File: src/tcce_pkg.sv
// Shared types and constants of the text console cursor engine.
// Holds geometry limits, field widths, command and state codes and the unit structs.
// No dependencies.
`timescale 1ns / 1ps

package tcce_pkg;

	// Screen geometry limits
	localparam int MAX_COLS  = 128;
	localparam int MAX_ROWS  = 64;
	localparam int COL_W     = $clog2(MAX_COLS);
	localparam int ROW_W     = $clog2(MAX_ROWS);
	localparam int EFF_COL_W = $clog2(MAX_COLS + 1);
	localparam int EFF_ROW_W = $clog2(MAX_ROWS + 1);
	localparam int UNIT_W    = (EFF_COL_W > EFF_ROW_W) ? EFF_COL_W : EFF_ROW_W;

	// Field widths of the stream words
	localparam int CHAR_W     = 8;
	localparam int CMD_W      = 2;
	localparam int CELL_ROW_W = 6;
	localparam int CELL_COL_W = 7;
	localparam int GLYPH_W    = 8;
	localparam int M_DATA_W   = 24;
	localparam int CFG_IDX_W  = 2;
	localparam int CFG_DATA_W = 8;
	localparam int COLS_REG_W = 8;
	localparam int ROWS_REG_W = 7;

	// Register indexes
	localparam logic [CFG_IDX_W-1:0] REG_ENABLED = 2'd0;
	localparam logic [CFG_IDX_W-1:0] REG_COLS    = 2'd1;
	localparam logic [CFG_IDX_W-1:0] REG_ROWS    = 2'd2;

	localparam logic [COLS_REG_W-1:0] COLS_RESET = 8'd80;
	localparam logic [ROWS_REG_W-1:0] ROWS_RESET = 7'd25;

	// Character codes
	localparam logic [CHAR_W-1:0] CH_NEWLINE = 8'd10;
	localparam logic [CHAR_W-1:0] CH_RETURN  = 8'd13;
	localparam logic [CHAR_W-1:0] CH_TAB     = 8'd9;
	localparam logic [CHAR_W-1:0] CH_BKSP    = 8'd8;
	localparam logic [CHAR_W-1:0] CH_SPACE   = 8'd32;

	typedef enum logic [CMD_W-1:0] {
		CMD_DRAW   = 2'd0,
		CMD_SCROLL = 2'd1,
		CMD_CURSOR = 2'd2,
		CMD_CLEAR  = 2'd3
	} cmd_t;

	typedef enum logic [2:0] {
		ST_IDLE,
		ST_DRAW,
		ST_ROWADV,
		ST_CURSOR,
		ST_CLEAR
	} state_t;

	typedef struct packed {
		logic                 enabled;
		logic [EFF_COL_W-1:0] eff_cols;
		logic [EFF_ROW_W-1:0] eff_rows;
	} cfg_t;

	typedef struct packed {
		logic              dec;
		logic [UNIT_W-1:0] operand;
		logic [UNIT_W-1:0] limit;
	} unit_req_t;

	typedef struct packed {
		logic [UNIT_W-1:0] result;
		logic              reach;
	} unit_rsp_t;

	typedef struct packed {
		cmd_t                  cmd;
		logic [CELL_ROW_W-1:0] row;
		logic [CELL_COL_W-1:0] col;
		logic [GLYPH_W-1:0]    glyph;
		logic                  last;
	} out_word_t;

endpackage

File: src/tcce_step_unit.sv
// Shared step unit: increments or decrements a cursor coordinate and checks the bound.
// Used for column advance, row advance and backspace. Depends on tcce_pkg.
`timescale 1ns / 1ps

module tcce_step_unit (
	input  tcce_pkg::unit_req_t req,
	output tcce_pkg::unit_rsp_t rsp
);

	always_comb begin
		rsp.result = req.dec ? (req.operand - 1'b1) : (req.operand + 1'b1);
		rsp.reach  = (rsp.result >= req.limit);
	end

endmodule

File: src/tcce_seq.sv
// Sequencer of the cursor engine: holds the cursor, steps one command per cycle while the output
// word register is not stalled, through the shared step unit, and drives that register. Depends on tcce_pkg.
`timescale 1ns / 1ps

module tcce_seq (
	input  logic                         clk,
	input  logic                         arst_n,
	input  tcce_pkg::cfg_t               cfg,
	input  logic                         in_valid,
	output logic                         in_ready,
	input  logic                         req_type,
	input  logic [tcce_pkg::CHAR_W-1:0]  char_code,
	output logic                         out_valid,
	input  logic                         out_ready,
	output tcce_pkg::out_word_t          out_word,
	output tcce_pkg::unit_req_t          unit_req,
	input  tcce_pkg::unit_rsp_t          unit_rsp
);

	tcce_pkg::state_t                  state_q, state_d;
	logic [tcce_pkg::ROW_W-1:0]        row_q, row_d;
	logic [tcce_pkg::COL_W-1:0]        col_q, col_d;
	logic [tcce_pkg::GLYPH_W-1:0]      glyph_q;
	logic                              tab_q;
	logic                              out_valid_q;
	tcce_pkg::out_word_t               out_word_q, emit_word;
	logic                              emit;
	logic                              accept;
	logic                              step;
	logic                              printable;
	logic                              tab_fits;

	assign in_ready  = (state_q == tcce_pkg::ST_IDLE);
	assign accept    = in_valid && in_ready;
	assign step      = !out_valid_q || out_ready;
	assign printable = (char_code >= tcce_pkg::CH_SPACE);
	assign tab_fits  = (tcce_pkg::UNIT_W'(col_q) < tcce_pkg::UNIT_W'(cfg.eff_cols));
	assign out_valid = out_valid_q;
	assign out_word  = out_word_q;

	// Operand selection for the shared step unit
	always_comb begin
		unit_req.dec     = 1'b0;
		unit_req.operand = tcce_pkg::UNIT_W'(col_q);
		unit_req.limit   = tcce_pkg::UNIT_W'(cfg.eff_cols);
		case (state_q)
			tcce_pkg::ST_IDLE: begin
				unit_req.dec = 1'b1;
			end
			tcce_pkg::ST_ROWADV: begin
				unit_req.operand = tcce_pkg::UNIT_W'(row_q);
				unit_req.limit   = tcce_pkg::UNIT_W'(cfg.eff_rows);
			end
			default: begin
			end
		endcase
	end

	// Next state
	always_comb begin
		state_d = state_q;
		case (state_q)
			tcce_pkg::ST_IDLE: begin
				if (accept) begin
					if (req_type) begin
						state_d = cfg.enabled ? tcce_pkg::ST_CLEAR : tcce_pkg::ST_IDLE;
					end else if (!cfg.enabled) begin
						state_d = tcce_pkg::ST_IDLE;
					end else if (char_code == tcce_pkg::CH_NEWLINE) begin
						state_d = tcce_pkg::ST_ROWADV;
					end else if (char_code == tcce_pkg::CH_RETURN ||
					             char_code == tcce_pkg::CH_BKSP) begin
						state_d = tcce_pkg::ST_CURSOR;
					end else if (char_code == tcce_pkg::CH_TAB) begin
						state_d = tab_fits ? tcce_pkg::ST_DRAW : tcce_pkg::ST_IDLE;
					end else if (printable) begin
						state_d = tcce_pkg::ST_DRAW;
					end
				end
			end
			tcce_pkg::ST_DRAW: begin
				if (step) begin
					// a tab keeps drawing until the column lands on a multiple of four or reaches the end of the row
					if (unit_rsp.reach) begin
						state_d = tcce_pkg::ST_ROWADV;
					end else if (tab_q && unit_rsp.result[1:0] != 2'b00) begin
						state_d = tcce_pkg::ST_DRAW;
					end else begin
						state_d = tcce_pkg::ST_CURSOR;
					end
				end
			end
			tcce_pkg::ST_ROWADV: begin
				if (step) begin
					state_d = tcce_pkg::ST_CURSOR;
				end
			end
			tcce_pkg::ST_CURSOR, tcce_pkg::ST_CLEAR: begin
				if (step) begin
					state_d = tcce_pkg::ST_IDLE;
				end
			end
			default: begin
				state_d = tcce_pkg::ST_IDLE;
			end
		endcase
	end

	// Emitted word and cursor update
	always_comb begin
		emit            = 1'b0;
		emit_word.cmd   = tcce_pkg::CMD_DRAW;
		emit_word.row   = tcce_pkg::CELL_ROW_W'(row_q);
		emit_word.col   = tcce_pkg::CELL_COL_W'(col_q);
		emit_word.glyph = '0;
		emit_word.last  = 1'b0;
		row_d           = row_q;
		col_d           = col_q;
		case (state_q)
			tcce_pkg::ST_IDLE: begin
				if (accept) begin
					if (req_type) begin
						row_d = '0;
						col_d = '0;
					end else if (cfg.enabled) begin
						if (char_code == tcce_pkg::CH_NEWLINE ||
						    char_code == tcce_pkg::CH_RETURN) begin
							col_d = '0;
						end else if (char_code == tcce_pkg::CH_BKSP && col_q != '0) begin
							col_d = tcce_pkg::COL_W'(unit_rsp.result);
						end
					end
				end
			end
			tcce_pkg::ST_DRAW: begin
				if (step) begin
					emit            = 1'b1;
					emit_word.glyph = glyph_q;
					col_d           = unit_rsp.reach ? '0 : tcce_pkg::COL_W'(unit_rsp.result);
				end
			end
			tcce_pkg::ST_ROWADV: begin
				if (step) begin
					if (unit_rsp.reach) begin
						// clamp to the last row and scroll
						emit          = 1'b1;
						emit_word.cmd = tcce_pkg::CMD_SCROLL;
						emit_word.row = '0;
						emit_word.col = '0;
						row_d         = tcce_pkg::ROW_W'(cfg.eff_rows - 1'b1);
					end else begin
						row_d = tcce_pkg::ROW_W'(unit_rsp.result);
					end
				end
			end
			tcce_pkg::ST_CURSOR: begin
				if (step) begin
					emit           = 1'b1;
					emit_word.cmd  = tcce_pkg::CMD_CURSOR;
					emit_word.last = 1'b1;
				end
			end
			tcce_pkg::ST_CLEAR: begin
				if (step) begin
					emit           = 1'b1;
					emit_word.cmd  = tcce_pkg::CMD_CLEAR;
					emit_word.row  = '0;
					emit_word.col  = '0;
					emit_word.last = 1'b1;
				end
			end
			default: begin
			end
		endcase
	end

	always_ff @(posedge clk or negedge arst_n) begin
		if (!arst_n) begin
			state_q     <= tcce_pkg::ST_IDLE;
			row_q       <= '0;
			col_q       <= '0;
			tab_q       <= 1'b0;
			out_valid_q <= 1'b0;
		end else begin
			state_q <= state_d;
			row_q   <= row_d;
			col_q   <= col_d;
			if (accept) begin
				tab_q <= (char_code == tcce_pkg::CH_TAB);
			end
			if (emit) begin
				out_valid_q <= 1'b1;
			end else if (out_ready) begin
				out_valid_q <= 1'b0;
			end
		end
	end

	always_ff @(posedge clk) begin
		if (accept) begin
			glyph_q <= (char_code == tcce_pkg::CH_TAB) ? tcce_pkg::CH_SPACE : char_code;
		end
		if (emit) begin
			out_word_q <= emit_word;
		end
	end

endmodule

File: src/text_console_cursor_engine_unit.sv
// After an item is accepted, its first result is loaded onto m_* by the state entered on acceptance
// (draw, row advance, cursor or clear); a newline that does not scroll emits nothing in row advance.
// An item runs from no result at all up to four tab spaces, a row advance and the cursor placement,
// one result per cycle through the shared step unit while m_tready is high. The next item is
// taken once the last result is loaded.
// Reset: arst_n clears cursor, sequencer and registers (enabled 0, 80 columns, 25 rows).
`timescale 1ns / 1ps

module text_console_cursor_engine_unit (
	input  logic                           clk,
	input  logic                           arst_n,
	input  logic                           s_tvalid,
	output logic                           s_tready,
	input  logic [tcce_pkg::CHAR_W-1:0]    s_tdata,   // [7:0] char_code
	input  logic                           s_tuser,   // [0] req_type
	output logic                           m_tvalid,
	input  logic                           m_tready,
	output logic [tcce_pkg::M_DATA_W-1:0]  m_tdata,   // [5:0] cell_row, [12:6] cell_col,
	                                                  // [20:13] glyph_code, [23:21] zero
	output logic [tcce_pkg::CMD_W-1:0]     m_tuser,   // [1:0] command
	output logic                           m_tlast,
	input  logic                           cfg_valid,
	output logic                           cfg_ready,
	input  logic [tcce_pkg::CFG_IDX_W-1:0] cfg_index,
	input  logic [tcce_pkg::CFG_DATA_W-1:0] cfg_data
);

	logic                              enabled_q;
	logic [tcce_pkg::COLS_REG_W-1:0]   cols_q;
	logic [tcce_pkg::ROWS_REG_W-1:0]   rows_q;
	tcce_pkg::cfg_t                    cfg;
	tcce_pkg::unit_req_t               unit_req;
	tcce_pkg::unit_rsp_t               unit_rsp;
	tcce_pkg::out_word_t               out_word;

	assign cfg_ready = 1'b1;

	always_ff @(posedge clk or negedge arst_n) begin
		if (!arst_n) begin
			enabled_q <= 1'b0;
			cols_q    <= tcce_pkg::COLS_RESET;
			rows_q    <= tcce_pkg::ROWS_RESET;
		end else if (cfg_valid && cfg_ready) begin
			case (cfg_index)
				tcce_pkg::REG_ENABLED: enabled_q <= cfg_data[0];
				tcce_pkg::REG_COLS:    cols_q    <= cfg_data[tcce_pkg::COLS_REG_W-1:0];
				tcce_pkg::REG_ROWS:    rows_q    <= cfg_data[tcce_pkg::ROWS_REG_W-1:0];
				default: begin
				end
			endcase
		end
	end

	// Clamp the screen size to 1..maximum
	always_comb begin
		cfg.enabled = enabled_q;
		if (cols_q == '0) begin
			cfg.eff_cols = tcce_pkg::EFF_COL_W'(1);
		end else if (32'(cols_q) > tcce_pkg::MAX_COLS) begin
			cfg.eff_cols = tcce_pkg::EFF_COL_W'(tcce_pkg::MAX_COLS);
		end else begin
			cfg.eff_cols = tcce_pkg::EFF_COL_W'(cols_q);
		end
		if (rows_q == '0) begin
			cfg.eff_rows = tcce_pkg::EFF_ROW_W'(1);
		end else if (32'(rows_q) > tcce_pkg::MAX_ROWS) begin
			cfg.eff_rows = tcce_pkg::EFF_ROW_W'(tcce_pkg::MAX_ROWS);
		end else begin
			cfg.eff_rows = tcce_pkg::EFF_ROW_W'(rows_q);
		end
	end

	tcce_step_unit u_step (
		.req (unit_req),
		.rsp (unit_rsp)
	);

	tcce_seq u_seq (
		.clk       (clk),
		.arst_n    (arst_n),
		.cfg       (cfg),
		.in_valid  (s_tvalid),
		.in_ready  (s_tready),
		.req_type  (s_tuser),
		.char_code (s_tdata),
		.out_valid (m_tvalid),
		.out_ready (m_tready),
		.out_word  (out_word),
		.unit_req  (unit_req),
		.unit_rsp  (unit_rsp)
	);

	assign m_tdata = {3'b000, out_word.glyph, out_word.col, out_word.row};
	assign m_tuser = out_word.cmd;
	assign m_tlast = out_word.last;

endmodule

File: config.mk
export PLATFORM = sky130hd
export DESIGN_NAME = text_console_cursor_engine_unit
export DESIGN_NICKNAME = d
export VERILOG_FILES = /design/src/tcce_pkg.sv /design/src/tcce_step_unit.sv /design/src/tcce_seq.sv /design/src/text_console_cursor_engine_unit.sv
export SDC_FILE = /design/constraint.sdc
export NUM_CORES = 1
export LEC_CHECK = 0
export ABC_CLOCK_PERIOD_IN_PS = 5300
export BUFFER_PORTS_ARGS = -buffer_cell sky130_fd_sc_hd__buf_2
export CAP_MARGIN = 20
export CORE_AREA = 2 2 102 104
export DETAILED_ROUTE_END_ITERATION = 16
export DIE_AREA = 0 0 104 106
export GPL_TIMING_DRIVEN = 0
export PLACE_DENSITY = 0.58
export SYNTH_ARGS = -nofsm -noshare
export SYNTH_HDL_FRONTEND = slang
export SYNTH_SLANG_ARGS = --single-unit
export TNS_END_PERCENT = 30
File: constraint.sdc
create_clock -name clk -period 5.3 [get_ports clk]
set_clock_uncertainty 0.15 [all_clocks]
set_input_delay 0.265 -clock clk [delete_from_list [all_inputs] [get_ports clk]]
set_output_delay 0.265 -clock clk [all_outputs]
set_load 0.03 [all_outputs]
== Word-level counts from Yosys, hierarchy flattened ==
Cells that the tools add are included.

* Register bits: 66
* Output and inout port bits: 30
* Logic and storage cells: 112

* $add $sub $neg: 3
* Order comparisons: 5
* Equality and inequality tests: 18
* Mux-type cells: 47
* Reduce and logical (&&, ||, !) cells: 25

{| class="wikitable"
|+ Operators by type and width
! cell !! count
|-
| two-way mux 7 bit || 9
|-
| two-way mux 15 bit || 3
|-
| two-way mux 3 bit || 12
|-
| equality test 8 x 4 -> 1 bit, second input constant || 4
|-
| case mux 13 bit (2 select lines) || 1
|-
| two-way mux 6 bit || 4
|-
| two-way mux 8 bit || 3
|-
| two-way mux 14 bit || 1
|-
| case mux 7 bit (2 select lines) || 1
|-
| case mux 3 bit (4 select lines) || 1
|-
| case mux 6 bit (2 select lines) || 1
|-
| AND reduction 5 bit || 2
|-
| adder 8 x 1 -> 8 bit, second input constant || 1
|-
| greater-or-equal comparator 8 x 6 -> 1 bit, second input constant || 1
|-
| greater-or-equal comparator 8 bit || 1
|-
| greater-than comparator 8 bit, second input constant || 1
|-
| logical NOT 8 bit || 1
|-
| < comparator 7 x 8 -> 1 bit || 1
|-
| AND reduction 2 bit || 4
|-
| nonzero test 2 bit || 4
|-
| subtractor 8 x 1 -> 8 bit, second input constant || 1
|-
| greater-than comparator 7 bit, second input constant || 1
|-
| logical NOT 7 bit || 1
|-
| two-way mux 1 bit || 7
|-
| 23 further kinds || 32
|}

== Longest topological paths before layout ==
Gate-level depths: netlist of run 1.

* Word-level depth: 12
* Mapped depth: 21
* Depth with buffers taken out: 17

== By module ==
Synthesis of run 1 repeated with hierarchy kept, for this count alone.

* Cell total of the unflattened synthesis: 358
* Area, all modules: 3928.8 um^2

{| class="wikitable"
|+ Modules (own cells, without submodules)
! module !! instances !! cells each !! area each (um^2)
|-
| tcce_seq || 1 || 245 || 2711.4
|-
| text_console_cursor_engine_unit || 1 || 60 || 778.2
|-
| tcce_step_unit || 1 || 53 || 439.2
|}

== Worst setup path after synthesis of run 1 ==
OpenSTA, ideal clock, no wires.

* Kind: reg-to-reg
* Start: register u_seq.state_q[0]
* End: register u_seq.out_word_q, in the netlist u_seq.out_word[0], enable pin
* Library setup time: 0.405 ns
* Data arrival time: 4.909 ns
* Data required time: 4.745 ns
* Setup slack: -0.163 ns
* Stages on the path, launching flop included: 21
* Buffers on the path: 3
* Path through: dfrtp_1 > buf_2 > nor3b_2 > clkbuf_1 > clkbuf_1 > nand2_1 > nand2_1 > ha_1 > or3_1 > o21ai_0 > a31oi_4 > a211oi_1 > o21bai_1 > xor2_1 > ha_1 > nand2_1 > nor3_1 > a21oi_1 > nand2b_1 > a22o_1 > nor2_1

* Longest elaborated chain between the ends: 8
* Elaborated cells between the ends (all ways): 15
* Classes of those cells: add/sub: 2; order compare: 1; eq/ne: 4; mux: 6; reduce/logical: 2

{| class="wikitable"
|+ Ends and longest elaborated chain
! what !! RTL line !! text
|-
| start, declared || tcce_seq.sv:20 || <nowiki>tcce_pkg::state_t state_q, state_d;</nowiki>
|-
| start signal, assigned || tcce_seq.sv:179 || <nowiki>state_q <= tcce_pkg::ST_IDLE;</nowiki>
|-
| start signal, assigned || tcce_seq.sv:185 || <nowiki>state_q <= state_d;</nowiki>
|-
| equality test 3 x 2 -> 1 bit || tcce_seq.sv:46, tcce_seq.sv:119 ||
|-
| two-way mux 15 bit || tcce_seq.sv:46 || <nowiki>case (state_q)</nowiki>
|-
| adder 8 x 1 -> 8 bit / subtractor 8 x 1 -> 8 bit (equally long branches) || tcce_step_unit.sv:11 || <nowiki>rsp.result = req.dec ? (req.operand - 1'b1) : (req.operand + 1'b1);</nowiki>
|-
| two-way mux 8 bit || tcce_step_unit.sv:11 ||
|-
| greater-or-equal comparator 8 bit || tcce_step_unit.sv:12 || <nowiki>rsp.reach = (rsp.result >= req.limit);</nowiki>
|-
| two-way mux 1 bit || tcce_seq.sv:144 || <nowiki>if (unit_rsp.reach) begin</nowiki>
|-
| two-way mux 1 bit || tcce_seq.sv:143 || <nowiki>if (step) begin</nowiki>
|-
| case mux 1 bit (2 select lines) * || tcce_seq.sv:119 || <nowiki>case (state_q)</nowiki>
|-
| via u_seq.emit || tcce_seq.sv:27 || <nowiki>logic emit;</nowiki>
|-
| end signal, assigned || tcce_seq.sv:204 || <nowiki>out_word_q <= emit_word;</nowiki>
|-
| end, declared || tcce_seq.sv:26 || <nowiki>tcce_pkg::out_word_t out_word_q, emit_word;</nowiki>
|}

The timed path passes the listed nets; every way through them passes the cells marked *.
A chain may end at the register's enable or synchronous reset.

== Worst setup path in the final report of run 1 ==
* Start: register u_seq.state_q[0]
* End: register u_seq.out_word_q, in the netlist u_seq.out_word[1], enable pin

The elaborated chain is that of the path after synthesis.

==> impl_metrics.csv, run 1 <==
group,metric,value,unit
status,status,"finished clean",
timing,fmaxAchievable,207.6,MHz
worst_hold_path,hp-start,"cfg_data[6]",
final_layout,area_delta_synth_final,18.50,%
yosys,yosys-top-cells-count,"nand2_1 (36), edfxtp_1 (32), dfrtp_1 (29)",
global_route,grt_overflow_total,0,
yosys,netlist_top_cells_area,"edfxtp_1 (25%), dfrtp_1 (19%), ha_1 (7.2%)",
setup_path,cp_slowest_cell,"dfrtp_1",
timing,rsz0062_at_grt,"no",
setup_path,crit_family,"simple AND/OR/NAND/NOR gates",
setup_path,crit_fanout,19,
cts,clock_sinks,66,
final_layout,antenna_cells,0,
setup_path,max_stage_delay,0.41,ns
setup_path,rrSetupSlack,0.48,ns
yosys,syn_area_per_cell,10.50,sq um
floorplanning,die_area,0.01102,sq mm
placed_design,gp_congestion,0.8724,
drt,drt_wl_total,8597,um
yosys,yosysUniqueCellTypes,61,
setup_path,worstPathRequired,5.21,ns
global_route,grt_use_total,0.1676,
drt,ant_nets,0,
drt,drtIter0Drc,140,
cts,tritoncts,"yes",
floorplanning,fp.dieW,104,um
yosys,synth_area,0.003842,sq mm
timing,finalHoldViolCount,0,
setup_path,crit_chain,"buf_2 > nor3b_2 > clkbuf_4 > nand2_1 > nand2_1 > ha_1 > or3_1 > o21ai_0 > a31oi_4 > a211oi_1 > o21bai_1 > xor2_1 > ha_1 > nand2_1 > nor3_1 > a21oi_2 > nand2b_1 > a22o_2 > nor2_4 > buf_4",
placed_design,place_ws,-0.7652,ns
setup_path,cp-end-kind,"flop",
final_layout,final_nets,483,
yosys,netlist.area_leader.share,0.2501,
setup_path,r2r_start,"u_seq.state_q[0]$_DFFE_PN0P_",
yosys,ys.flop_type,"edfxtp_1",
cts,h-tree-depth,3,
timing,final_max_slew_viol_count,0,
placed_design,io_buffer_count,49,
yosys,synthCells,366,
cts,cts-buffers-inserted,9,
timing,setup_viol,0,
floorplanning,initial_core_util,0.3843,
timing,period_share,0.9090,
global_route,grt_max_degree,35,
yosys,synth_top_area_cell,"edfxtp_1",
timing,slew_headroom,0.4606,
cts,clock_latency,0.35,ns
final_layout,drive_gt1_frac,0.2676,
timing,period_needed,4.817,ns
setup_path,worstReg2RegEnd,"u_seq.out_word[1]$_SDFFCE_PN0P_",
yosys,synth_edf_count,32,
timing,tightest_slew,0.8091,ns
setup_path,cp_common_cell,"nand2_1",
timing,setup_ws,0.4825,ns
final_layout,num-fill-cells,982,
drt,vias,2910,
setup_path,cp.arrival,4.72,ns
setup_path,worstRegToRegCells,20,
yosys,async_flop_share,0.5152,
drt,vias_per_cell,5.043,
global_route,grt_pass1_wl,14520,um
worst_hold_path,worstHoldPathCells,2,
cts,clk_pin_slew,0.08,ns
floorplanning,io_pins,54,
yosys,synthMostInstantiatedCell,"nand2_1",
setup_path,critPathKind,"reg2reg",
placed_design,dp_hpwl,6451,um
setup_path,startpoint_type,"flop",
global_route,antenna_found_initial,0,
yosys,ys_seq_area_frac,0.4731,
floorplanning,coreArea,0.01000,sq mm
setup_path,path_buf_inv,3,
drt,post_drt_wl_per_cell,14.90,um
flow_run,drv_cap,0,
drt,firstDrtPassIters,4,
worst_hold_path,hp-class,"in2reg",
floorplanning,die_h,106,um
drt,drc,0,
floorplanning,rows,37,
yosys,yosysWarnings,0,
yosys,synth-seq-cells,66,
global_route,grt_pass1_vias,2854,
cts,cts_buffer_depth,2,
worst_hold_path,hold-path-endpoint,"rows_q[6]$_DFFE_PN0P_",
cts,cts_root_buf,"clkbuf_8",
==> flip-flops by register name, indices dropped and copies added, names as in the netlist, 3 cells and up <==
| name | count |
|---|---|
| u_seq.out_word | 24 |
| u_seq.state_q | 3 |
| cols_q | 8 |
| u_seq.glyph_q | 8 |
| rows_q | 7 |
| u_seq.row_q | 6 |
| u_seq.col_q | 7 |
==> layout by cell type, fill, tap and decap left out, types with 5 or more instances in the layout <==
master,instances
a21oi_1,23
a22o_1,6
and2_1,16
and3_1,9
buf_2,53
buf_4,8
clkbuf_1,11
clkbuf_8,9
dfrtp_1,29
dfstp_2,5
edfxtp_1,32
ha_1,22
inv_1,7
mux2_2,16
nand2_1,36
nand2b_1,9
nand3_1,11
nor2_1,26
nor2b_1,6
nor3_1,6
nor3b_1,6
o21ai_0,8
o21ai_1,11
==> cells by family after synthesis <==
kind of cell,Yosys count,share of synthesized area
xor gates and xnor gates,6,0.01563
adders and majority gates,23,0.07685
AOI/OAI and AO/OA,76,0.1423
buffers and inverters,28,0.03452
other,2,0.001954
DFF,66,0.4731
and+or+nand+nor,147,0.2032
muxes,18,0.05243
==> layer usage <==
metal  wire length (um)  share of wire  global-route usage
met4                137          0.016             0.06757
met3                399          0.046             0.02882
met5                  0              0                   0
met1               4185           0.49              0.2325
met2               3874           0.45              0.2613
==> area by class of cell <==
| class | count | area [sq um] | share of cell area |
|---|---|---|---|
| multi-input combinational | 275 | 1927 | 0.4232 |
| sequential | 66 | 1818 | 0.3993 |
| timing repair buffer | 57 | 316.6 | 0.06952 |
| tap | 136 | 170.2 | 0.03737 |
| clock buffer | 11 | 131.4 | 0.02885 |
| buffer | 20 | 107.6 | 0.02363 |
| clock inverter | 5 | 56.30 | 0.01237 |
| inverter | 7 | 26.28 | 0.005771 |
==> timing repair <==
action,CTS,global route
endpoints found under the setup margin,51,40
pin swaps,1,1
hold buffers,3,0
gates cloned,1,0
setup buffers,2,2
gates resized for setup,5,6
hold endpoints to repair,31,0
==> worst max-delay path by stage <==
stage,slack [ns],startpoint,end,cells after the start
5_1_grt,0.14,u_seq.state_q[0]$_DFFE_PN0P_,u_seq.out_word[6]$_SDFFCE_PN0P_,20
3_3_place_gp,-0.69,u_seq.state_q[0]$_DFFE_PN0P_,u_seq.out_word[15]$_DFFE_PP_,20
4_1_cts,0.04,u_seq.state_q[0]$_DFFE_PN0P_,u_seq.out_word[7]$_SDFFCE_PN0P_,20
6_report,0.48,u_seq.state_q[0]$_DFFE_PN0P_,u_seq.out_word[1]$_SDFFCE_PN0P_,20
3_5_place_dp,-0.77,u_seq.state_q[0]$_DFFE_PN0P_,u_seq.out_word[22]$_DFFE_PP_,20
2_1_floorplan,0.23,u_seq.state_q[0]$_DFFE_PN0P_,u_seq.out_word[0]$_SDFFCE_PN0P_,20
==> stage by stage <==
stage	area (sq um)	hold slack (ns)	cells	utilization	TNS, ns
finish	4553	0.01159	577	0.4553	0
CTS	4523	0.0008991	575	0.4523	0
global route	4553	0.004355	577	0.4553	0
detailed placement	4268	0.2396	553	0.4268	-22.61
global placement	4268	0.2330	553	0.4268	-18.99
floorplan	3852	-0.1806	368	-	0
Power of run 1 is left out: the tool's default activity adds up to more than one toggle a clock period on the data nets, which glitch-free logic cannot reach.
==> inputs of run 2 (changes only) <==
--- a/config.mk
+++ b/config.mk
@@ -5,12 +5,14 @@
 export SDC_FILE = /design/constraint.sdc
 export NUM_CORES = 1
 export LEC_CHECK = 0
+export ABC_AREA = 1
 export ABC_CLOCK_PERIOD_IN_PS = 5300
 export BUFFER_PORTS_ARGS = -buffer_cell sky130_fd_sc_hd__buf_2
 export CAP_MARGIN = 20
-export CORE_AREA = 2 2 102 104
+export CORE_AREA = 2 2 101 103
 export DETAILED_ROUTE_END_ITERATION = 16
-export DIE_AREA = 0 0 104 106
+export DIE_AREA = 0 0 103 105
+export GPL_ROUTABILITY_DRIVEN = 0
 export GPL_TIMING_DRIVEN = 0
 export PLACE_DENSITY = 0.58
 export SYNTH_ARGS = -nofsm -noshare
==> impl_metrics.csv, run 2 <==
group,metric,value,unit
power_and_ir_drop,switching_share,0.5026,
global_route,grt_use_total,0.1635,
power_and_ir_drop,comb_power_share,0.596,
power_and_ir_drop,p_leak,2.098,nW
cts,tritoncts,"yes",
global_route,grt_pass1_vias,2836,
placed_design,io_buffer_count,49,
final_layout,antenna_cells,0,
setup_path,cp.arrival,4.66,ns
setup_path,max_stage_delay,0.42,ns
drt,post_drt_wl_per_cell,12.68,um
setup_path,path_buf_inv,3,
flow_run,drv_cap,0,
yosys,yosys-top-cells-count,"nand2_1 (81), inv_1 (70), nor2_1 (54)",
global_route,grt_max_degree,35,
floorplanning,initial_core_util,0.3929,
yosys,ys.flop_type,"edfxtp_1",
floorplanning,coreArea,0.009639,sq mm
yosys,yosysWarnings,0,
worst_hold_path,hp-class,"in2reg",
floorplanning,die_h,105,um
yosys,async_flop_share,0.5152,
yosys,ys_seq_area_frac,0.4800,
final_layout,drive_gt1_frac,0.1788,
setup_path,critPathKind,"reg2reg",
timing,finalHoldViolCount,0,
yosys,synth_area,0.003787,sq mm
cts,cts_root_buf,"clkbuf_8",
final_layout,layout_common_cells,"nand2_1 (80), inv_1 (70), nor2_1 (54)",
power_and_ir_drop,p_seq_frac,0.281,
placed_design,dp_hpwl,6378,um
final_layout,layout_commonest_cell,"nand2_1",
yosys,netlist_top_cells_area,"edfxtp_1 (25%), dfrtp_1 (19%), nand2_1 (8.0%)",
floorplanning,fp.dieW,103,um
timing,rsz0062_at_grt,"no",
yosys,netlist.area_leader.share,0.2537,
final_layout,area_delta_synth_final,16.88,%
drt,drt_wl_total,8282,um
drt,drtIter0Drc,187,
yosys,synth_edf_count,32,
setup_path,rrSetupSlack,0.59,ns
final_layout,largest_reg_flops,24,
drt,firstDrtPassIters,5,
global_route,grt_pass1_wl,13700,um
yosys,synthMostInstantiatedCell,"nand2_1",
power_and_ir_drop,irDropWorstVdd,0.2326,mV
global_route,antenna_found_initial,0,
final_layout,finalInstanceArea,0.004427,sq mm
yosys,synth_top_area_cell,"edfxtp_1",
cts,cts_buffer_depth,2,
power_and_ir_drop,p_int,1.563,mW
timing,setup_ws,0.5943,ns
drt,vias_per_cell,4.732,
yosys,syn_area_per_cell,8.435,sq um
timing,fmaxAchievable,212.5,MHz
setup_path,startpoint_type,"flop",
power_and_ir_drop,p_per_area,709.9,mW/mm^2
cts,clock_sinks,66,
setup_path,crit_chain,"inv_1 > nand3_2 > clkbuf_1 > nand2_1 > o21ai_0 > ha_1 > a21oi_1 > nor2_1 > a211oi_1 > o31ai_2 > a21oi_1 > nor2_1 > nor2_1 > xor2_1 > ha_1 > nand2_1 > nor2_1 > nand4_1 > nand3_1 > nand2_1 > o21ai_0 > buf_2 > nor2_1",
status,status,"finished clean",
setup_path,cp_common_cell,"nor2_1",
timing,setup_viol,0,
cts,h-tree-depth,3,
drt,drc,0,
timing,slew_headroom,0.3675,
timing,hold_slack,0.01853,ns
timing,final_max_slew_viol_count,0,
final_layout,final_nets,562,
setup_path,crit_family,"simple AND/OR/NAND/NOR gates",
floorplanning,die_area,0.01082,sq mm
setup_path,crit_fanout,10,
setup_path,cp-end-kind,"flop",
setup_path,worstPathRequired,5.25,ns
setup_path,cp_slowest_cell,"dfrtp_1",
yosys,synth-seq-cells,66,
cts,clock_latency,0.35,ns
power_and_ir_drop,clkPwrFrac,0.123,
timing,tns,0,ns
floorplanning,io_pins,54,
drt,vias,3090,
global_route,grt_overflow_total,0,
drt,ant_nets,0,
placed_design,place_ws,0.4045,ns
timing,period_needed,4.706,ns
cts,clk_pin_slew,0.08,ns
final_layout,num-fill-cells,1004,
yosys,synthCells,449,
placed_design,post_dp_cell_area,0.004207,sq mm
final_layout,fin_cells,653,
power_and_ir_drop,switching_power,1.579,mW
timing,tightest_slew,0.9407,ns
floorplanning,rows,36,
yosys,yosysUniqueCellTypes,39,
placed_design,dp_cells,633,
timing,period_share,0.8879,
cts,cts-buffers-inserted,9,
run 2: cell count changes in the layout (fill, tap and decap cells not counted), moves of 11 or more:
cell / change
nor2_1: +28
mux2_2: -16
and2_1: -16
o21ai_0: +34
nand3_1: +11
nand2_1: +44
inv_1: +63
run 2: layout make-up:
cell class,count,area (sq um),area share
Clock buffer,9,123.9,0.02798
Clock inverter,7,53.80,0.01215
Multi-Input combinational cell,295,1618,0.3655
Timing Repair Buffer,53,285.3,0.06444
Tap cell,133,166.4,0.03759
Sequential cell,66,1818,0.4107
Inverter,74,277.8,0.06275
Buffer,16,83.83,0.01894
run 2: layer usage:
| layer | global-route usage | share of wire |
|---|---|---|
| met2 | 0.2542 | 0.46 |
| met4 | 0.04605 | 0.0099 |
| met3 | 0.03813 | 0.058 |
| met1 | 0.2269 | 0.47 |
| met5 | 0 | 0 |
run 2: path summary, 6_finish.rpt:
kind / endpoint / cells after the start / start
worst max-delay path: u_seq.out_word[17]$_DFFE_PP_ / 23 / u_seq.state_q[0]$_DFFE_PN0P_
worst min-delay path: cols_q[7]$_DFFE_PN0P_ / 3 / cfg_data[7]
worst max register to register: u_seq.out_word[17]$_DFFE_PP_ / 23 / u_seq.state_q[0]$_DFFE_PN0P_
worst min register to register: rows_q[3]$_DFFE_PN1P_ / 2 / rows_q[3]$_DFFE_PN1P_
max in group asynchronous: u_seq.out_valid$_DFFE_PN0P_ / 2 / arst_n
min in group asynchronous: cols_q[5]$_DFFE_PN0P_ / 2 / arst_n
run 2: kinds of logic (layout without fill, tap and decap cells):
family	Yosys count	count (layout)	share of synthesized area
XOR/XNOR	8	8	0.01850
AND/OR/NAND/NOR	175	175	0.1979
other	2	4	0.001983
flip-flops	66	66	0.4800
adder cells (fa/ha/maj)	23	23	0.07796
AO/OA/AOI/OAI	85	85	0.1282
buffers and inverters	90	159	0.09547
run 2: worst register-to-register path, cell delays in order, from the launching register on:
cell and delay (ns):
dfrtp_1 0.42, inv_1 0.13, nand3_2 0.22, clkbuf_1 0.29, nand2_1 0.11, o21ai_0 0.08, ha_1 0.34, a21oi_1 0.20
nor2_1 0.06, a211oi_1 0.23, o31ai_2 0.14, a21oi_1 0.16, nor2_1 0.05, nor2_1 0.10, xor2_1 0.08, ha_1 0.30
nand2_1 0.07, nor2_1 0.18, nand4_1 0.10, nand3_1 0.25, nand2_1 0.16, o21ai_0 0.25, buf_2 0.31, nor2_1 0.06
run 2: what timing repair did:
item | CTS | global route
gates resized for setup | 0 | 1
hold buffers | 4 | 0
hold endpoints to repair | 33 | 0
buffers inserted | 0 | 0
setup endpoints to repair | 0 | 24
run 2: power by group through the flow:
stage               clock [mW]  sequential (mW)  combinational (mW)
finish                   0.386            0.882                1.87
global route             0.424            0.902                2.12
CTS                      0.396            0.887                1.88
detailed placement           0            0.898                1.86
global placement             0            0.892                1.83
floorplan                    0             1.09                1.20
run 2: stage by stage:
| stage | util | power (mW) |
|---|---|---|
| 5_1_grt | 0.4592 | 3.451 |
| 4_1_cts | 0.4590 | 3.164 |
| 2_1_floorplan | - | 2.292 |
| 3_5_place_dp | 0.4364 | 2.763 |
| 3_3_place_gp | 0.4364 | 2.719 |
| 6_report | 0.4592 | 3.142 |
Note: power is estimated with default switching activity, not from simulation.
==> inputs of run 3 (changes only) <==
--- a/config.mk
+++ b/config.mk
@@ -9,13 +9,14 @@
 export ABC_CLOCK_PERIOD_IN_PS = 5300
 export BUFFER_PORTS_ARGS = -buffer_cell sky130_fd_sc_hd__buf_2
 export CAP_MARGIN = 20
-export CORE_AREA = 2 2 101 103
+export CORE_AREA = 2 2 105 107
 export DETAILED_ROUTE_END_ITERATION = 16
-export DIE_AREA = 0 0 103 105
+export DIE_AREA = 0 0 107 109
 export GPL_ROUTABILITY_DRIVEN = 0
 export GPL_TIMING_DRIVEN = 0
 export PLACE_DENSITY = 0.58
 export SYNTH_ARGS = -nofsm -noshare
 export SYNTH_HDL_FRONTEND = slang
+export SYNTH_HIERARCHICAL = 1
 export SYNTH_SLANG_ARGS = --single-unit
 export TNS_END_PERCENT = 30
==> impl_metrics.csv, run 3 <==
group,metric,value,unit
final_layout,antenna_cells,0,
setup_path,path_buf_inv,3,
setup_path,critPathKind,"reg2reg",
cts,clock_sinks,66,
cts,tritoncts,"yes",
cts,cts-buffers-inserted,9,
yosys,synth-simple-area-share,0.2443,
cts,clock_latency,0.35,ns
setup_path,worstPathRequired,5.20,ns
timing,final_max_slew_viol_count,0,
timing,setup_ws,0.6876,ns
yosys,synth_top_family_by_area,"simple AND/OR/NAND/NOR gates",
setup_path,crit_chain,"nor3_2 > buf_2 > clkbuf_1 > o21ai_0 > fa_1 > nand2_1 > nand2_1 > nand3b_1 > nand2_1 > nand2_1 > nand2_1 > ha_1 > nand2_1 > nor2_1 > nor3_1 > nand2_1 > nand3_1 > o211ai_1 > buf_4",
global_route,grt_pass1_wl,15010,um
drt,firstDrtPassIters,5,
setup_path,max_stage_delay,0.53,ns
global_route,grt_use_total,0.1647,
setup_path,cp.arrival,4.51,ns
power_and_ir_drop,p_per_area,688.6,mW/mm^2
yosys,netlist_top_cells_area,"edfxtp_1 (23%), dfrtp_1 (18%), nand2_1 (11%)",
yosys,ys_seq_area_frac,0.4399,
drt,ant_nets,0,
drt,vias_per_cell,4.526,
status,status,"finished clean",
drt,post_drt_wl_per_cell,11.98,um
setup_path,cp_common_cell,"nand2_1",
power_and_ir_drop,irDropWorstVdd,0.3040,mV
timing,period_needed,4.612,ns
setup_path,rrSetupSlack,0.69,ns
timing,tightest_slew,0.7852,ns
final_layout,largest_reg_flops,24,
floorplanning,rows,38,
yosys,yosys-top-cells-count,"nand2_1 (121), inv_1 (95), nor2_1 (72)",
timing,hold_slack,0.01792,ns
placed_design,dp_hpwl,7022,um
worst_hold_path,hp-class,"in2reg",
floorplanning,fp.dieW,107,um
placed_design,place_ws,0.6925,ns
cts,post-cts-setup-buffers,0,
cts,h-tree-depth,3,
yosys,ys.flop_type,"edfxtp_1",
floorplanning,coreArea,0.01060,sq mm
floorplanning,die_area,0.01166,sq mm
yosys,synth-seq-cells,66,
setup_path,cp_slowest_cell,"fa_1",
yosys,synthMuxAreaShare,0.002725,
yosys,synthCells,521,
yosys,synth_area,0.004133,sq mm
yosys,yosysWarnings,6,
final_layout,layout_common_cells,"nand2_1 (121), inv_1 (95), nor2_1 (72)",
global_route,antenna_found_initial,0,
drt,drc,0,
yosys,yosys.area_share.adder,0.06842,
yosys,synth_edf_count,32,
yosys,syn_area_per_cell,7.932,sq um
yosys,synthMostInstantiatedCell,"nand2_1",
global_route,grt_overflow_total,0,
timing,rsz0062_at_grt,"no",
timing,period_share,0.8703,
cts,clk_pin_slew,0.09,ns
floorplanning,initial_core_util,0.3898,
yosys,async_flop_share,0.5152,
final_layout,drive_gt1_frac,0.2061,
setup_path,cp-end-kind,"flop",
setup_path,crit_family,"simple AND/OR/NAND/NOR gates",
power_and_ir_drop,p_leak,2.389,nW
drt,drtIter0Drc,102,
cts,cts_buffer_depth,2,
placed_design,io_buffer_count,49,
cts,cts_root_buf,"clkbuf_8",
yosys,synth_top_area_cell,"edfxtp_1",
yosys,synthXorXnorAreaFrac,0.01272,
timing,setup_viol,0,
final_layout,layout_commonest_cell,"nand2_1",
timing,tns,0,ns
timing,slew_headroom,0.4765,
drt,vias,3313,
global_route,grt_max_degree,35,
global_route,grt_pass1_vias,3208,
drt,drt_wl_total,8769,um
yosys,synth_compound_area_frac,0.1102,
yosys,netlist.area_leader.share,0.2325,
final_layout,final_nets,633,
flow_run,drv_cap,0,
setup_path,crit_fanout,11,
final_layout,fin_util,0.4523,
final_layout,area_delta_synth_final,16.05,%
floorplanning,die_h,109,um
yosys,yosysUniqueCellTypes,44,
setup_path,startpoint_type,"flop",
floorplanning,io_pins,54,
timing,finalHoldViolCount,0,
timing,fmaxAchievable,216.8,MHz
## run 3: cell count changes after synthesis, moves of 4 or more
| cell | delta |
|---|---|
| xor2_1 | -4 |
| nor2_1 | +18 |
| inv_1 | +25 |
| nand3_1 | -6 |
| nand2_1 | +40 |
| a21oi_1 | -12 |
| o21ai_0 | -19 |
| o21ai_2 | +18 |
## run 3: worst reg2reg max path, stage by stage (launching register included)
cell      delay (ns)
dfrtp_1         0.45
nor3_2          0.29
buf_2           0.25
clkbuf_1        0.37
o21ai_0         0.34
fa_1            0.53
nand2_1         0.08
nand2_1         0.07
nand3b_1        0.11
nand2_1         0.06
nand2_1         0.05
nand2_1         0.09
ha_1            0.29
nand2_1         0.06
nor2_1          0.10
nor3_1          0.05
nand2_1         0.13
nand3_1         0.17
o211ai_1        0.37
buf_4           0.31
## run 3: what timing repair did
item	4_1_cts	5_1_grt
gates resized for setup	0	0
hold endpoints to repair	30	0
hold buffers	2	0
## run 3: through the flow
step | total power [mW] | instance area [sq um] | instances
final | 3.302 | 4796 | 732
after global routing | 3.636 | 4796 | 732
after CTS | 3.324 | 4796 | 732
after detailed placement | 2.874 | 4576 | 714
after global placement | 2.814 | 4561 | 712
after floorplan | 2.380 | 4140 | 523
## run 3: area by class of cell
class	count	area (sq um)
multi-input combinational	339	1831
clock buffer	9	123.9
buffer	21	127.6
timing repair buffer	53	280.3
sequential	66	1818
clock inverter	7	76.32
tap	140	175.2
inverter	97	364.1
fill	1073	5807
## run 3: kinds of logic (layout without fill, tap and decap cells)
group	count (synthesis)	after routing
AND/OR/NAND/NOR	237	237
buffers and inverters	118	187
AO/OA/AOI/OAI	68	68
flip-flops	66	66
adder cells (fa/ha/maj)	22	22
XOR/XNOR	6	6
other	3	5
multiplexers	1	1
## run 3: final timing paths
| kind | to | start | cells past startpoint |
|---|---|---|---|
| max in group asynchronous | u_seq/row_q[3]$_DFFE_PN0P_ | arst_n | 2 |
| min in group asynchronous | u_seq/state_q[0]$_DFFE_PN0P_ | arst_n | 2 |
| worst min register to register | rows_q[0]$_DFFE_PN1P_ | rows_q[0]$_DFFE_PN1P_ | 2 |
| worst max-delay path | u_seq/out_word[12]$_DFFE_PP_ | u_seq/state_q[0]$_DFFE_PN0P_ | 19 |
| worst min-delay path | rows_q[3]$_DFFE_PN1P_ | cfg_data[3] | 3 |
| worst max register to register | u_seq/out_word[12]$_DFFE_PP_ | u_seq/state_q[0]$_DFFE_PN0P_ | 19 |
## run 3: routing by layer
| metal | wire length [um] | GRT usage | vias up |
|---|---|---|---|
| li1 | - | - | 1758 |
| met1 | 4155 | 0.2164 | 1480 |
| met2 | 4104 | 0.2762 | 64 |
| met3 | 382 | 0.03407 | 11 |
| met4 | 127 | 0.04824 | 0 |
| met5 | 0 | 0 | - |
## run 3: power by group
group	leakage (nW)	internal (mW)	switching (mW)
clock network	0.0962	0.220	0.217
registers	0.732	0.795	0.0832
logic	1.56	0.655	1.33
total	2.39	1.67	1.63
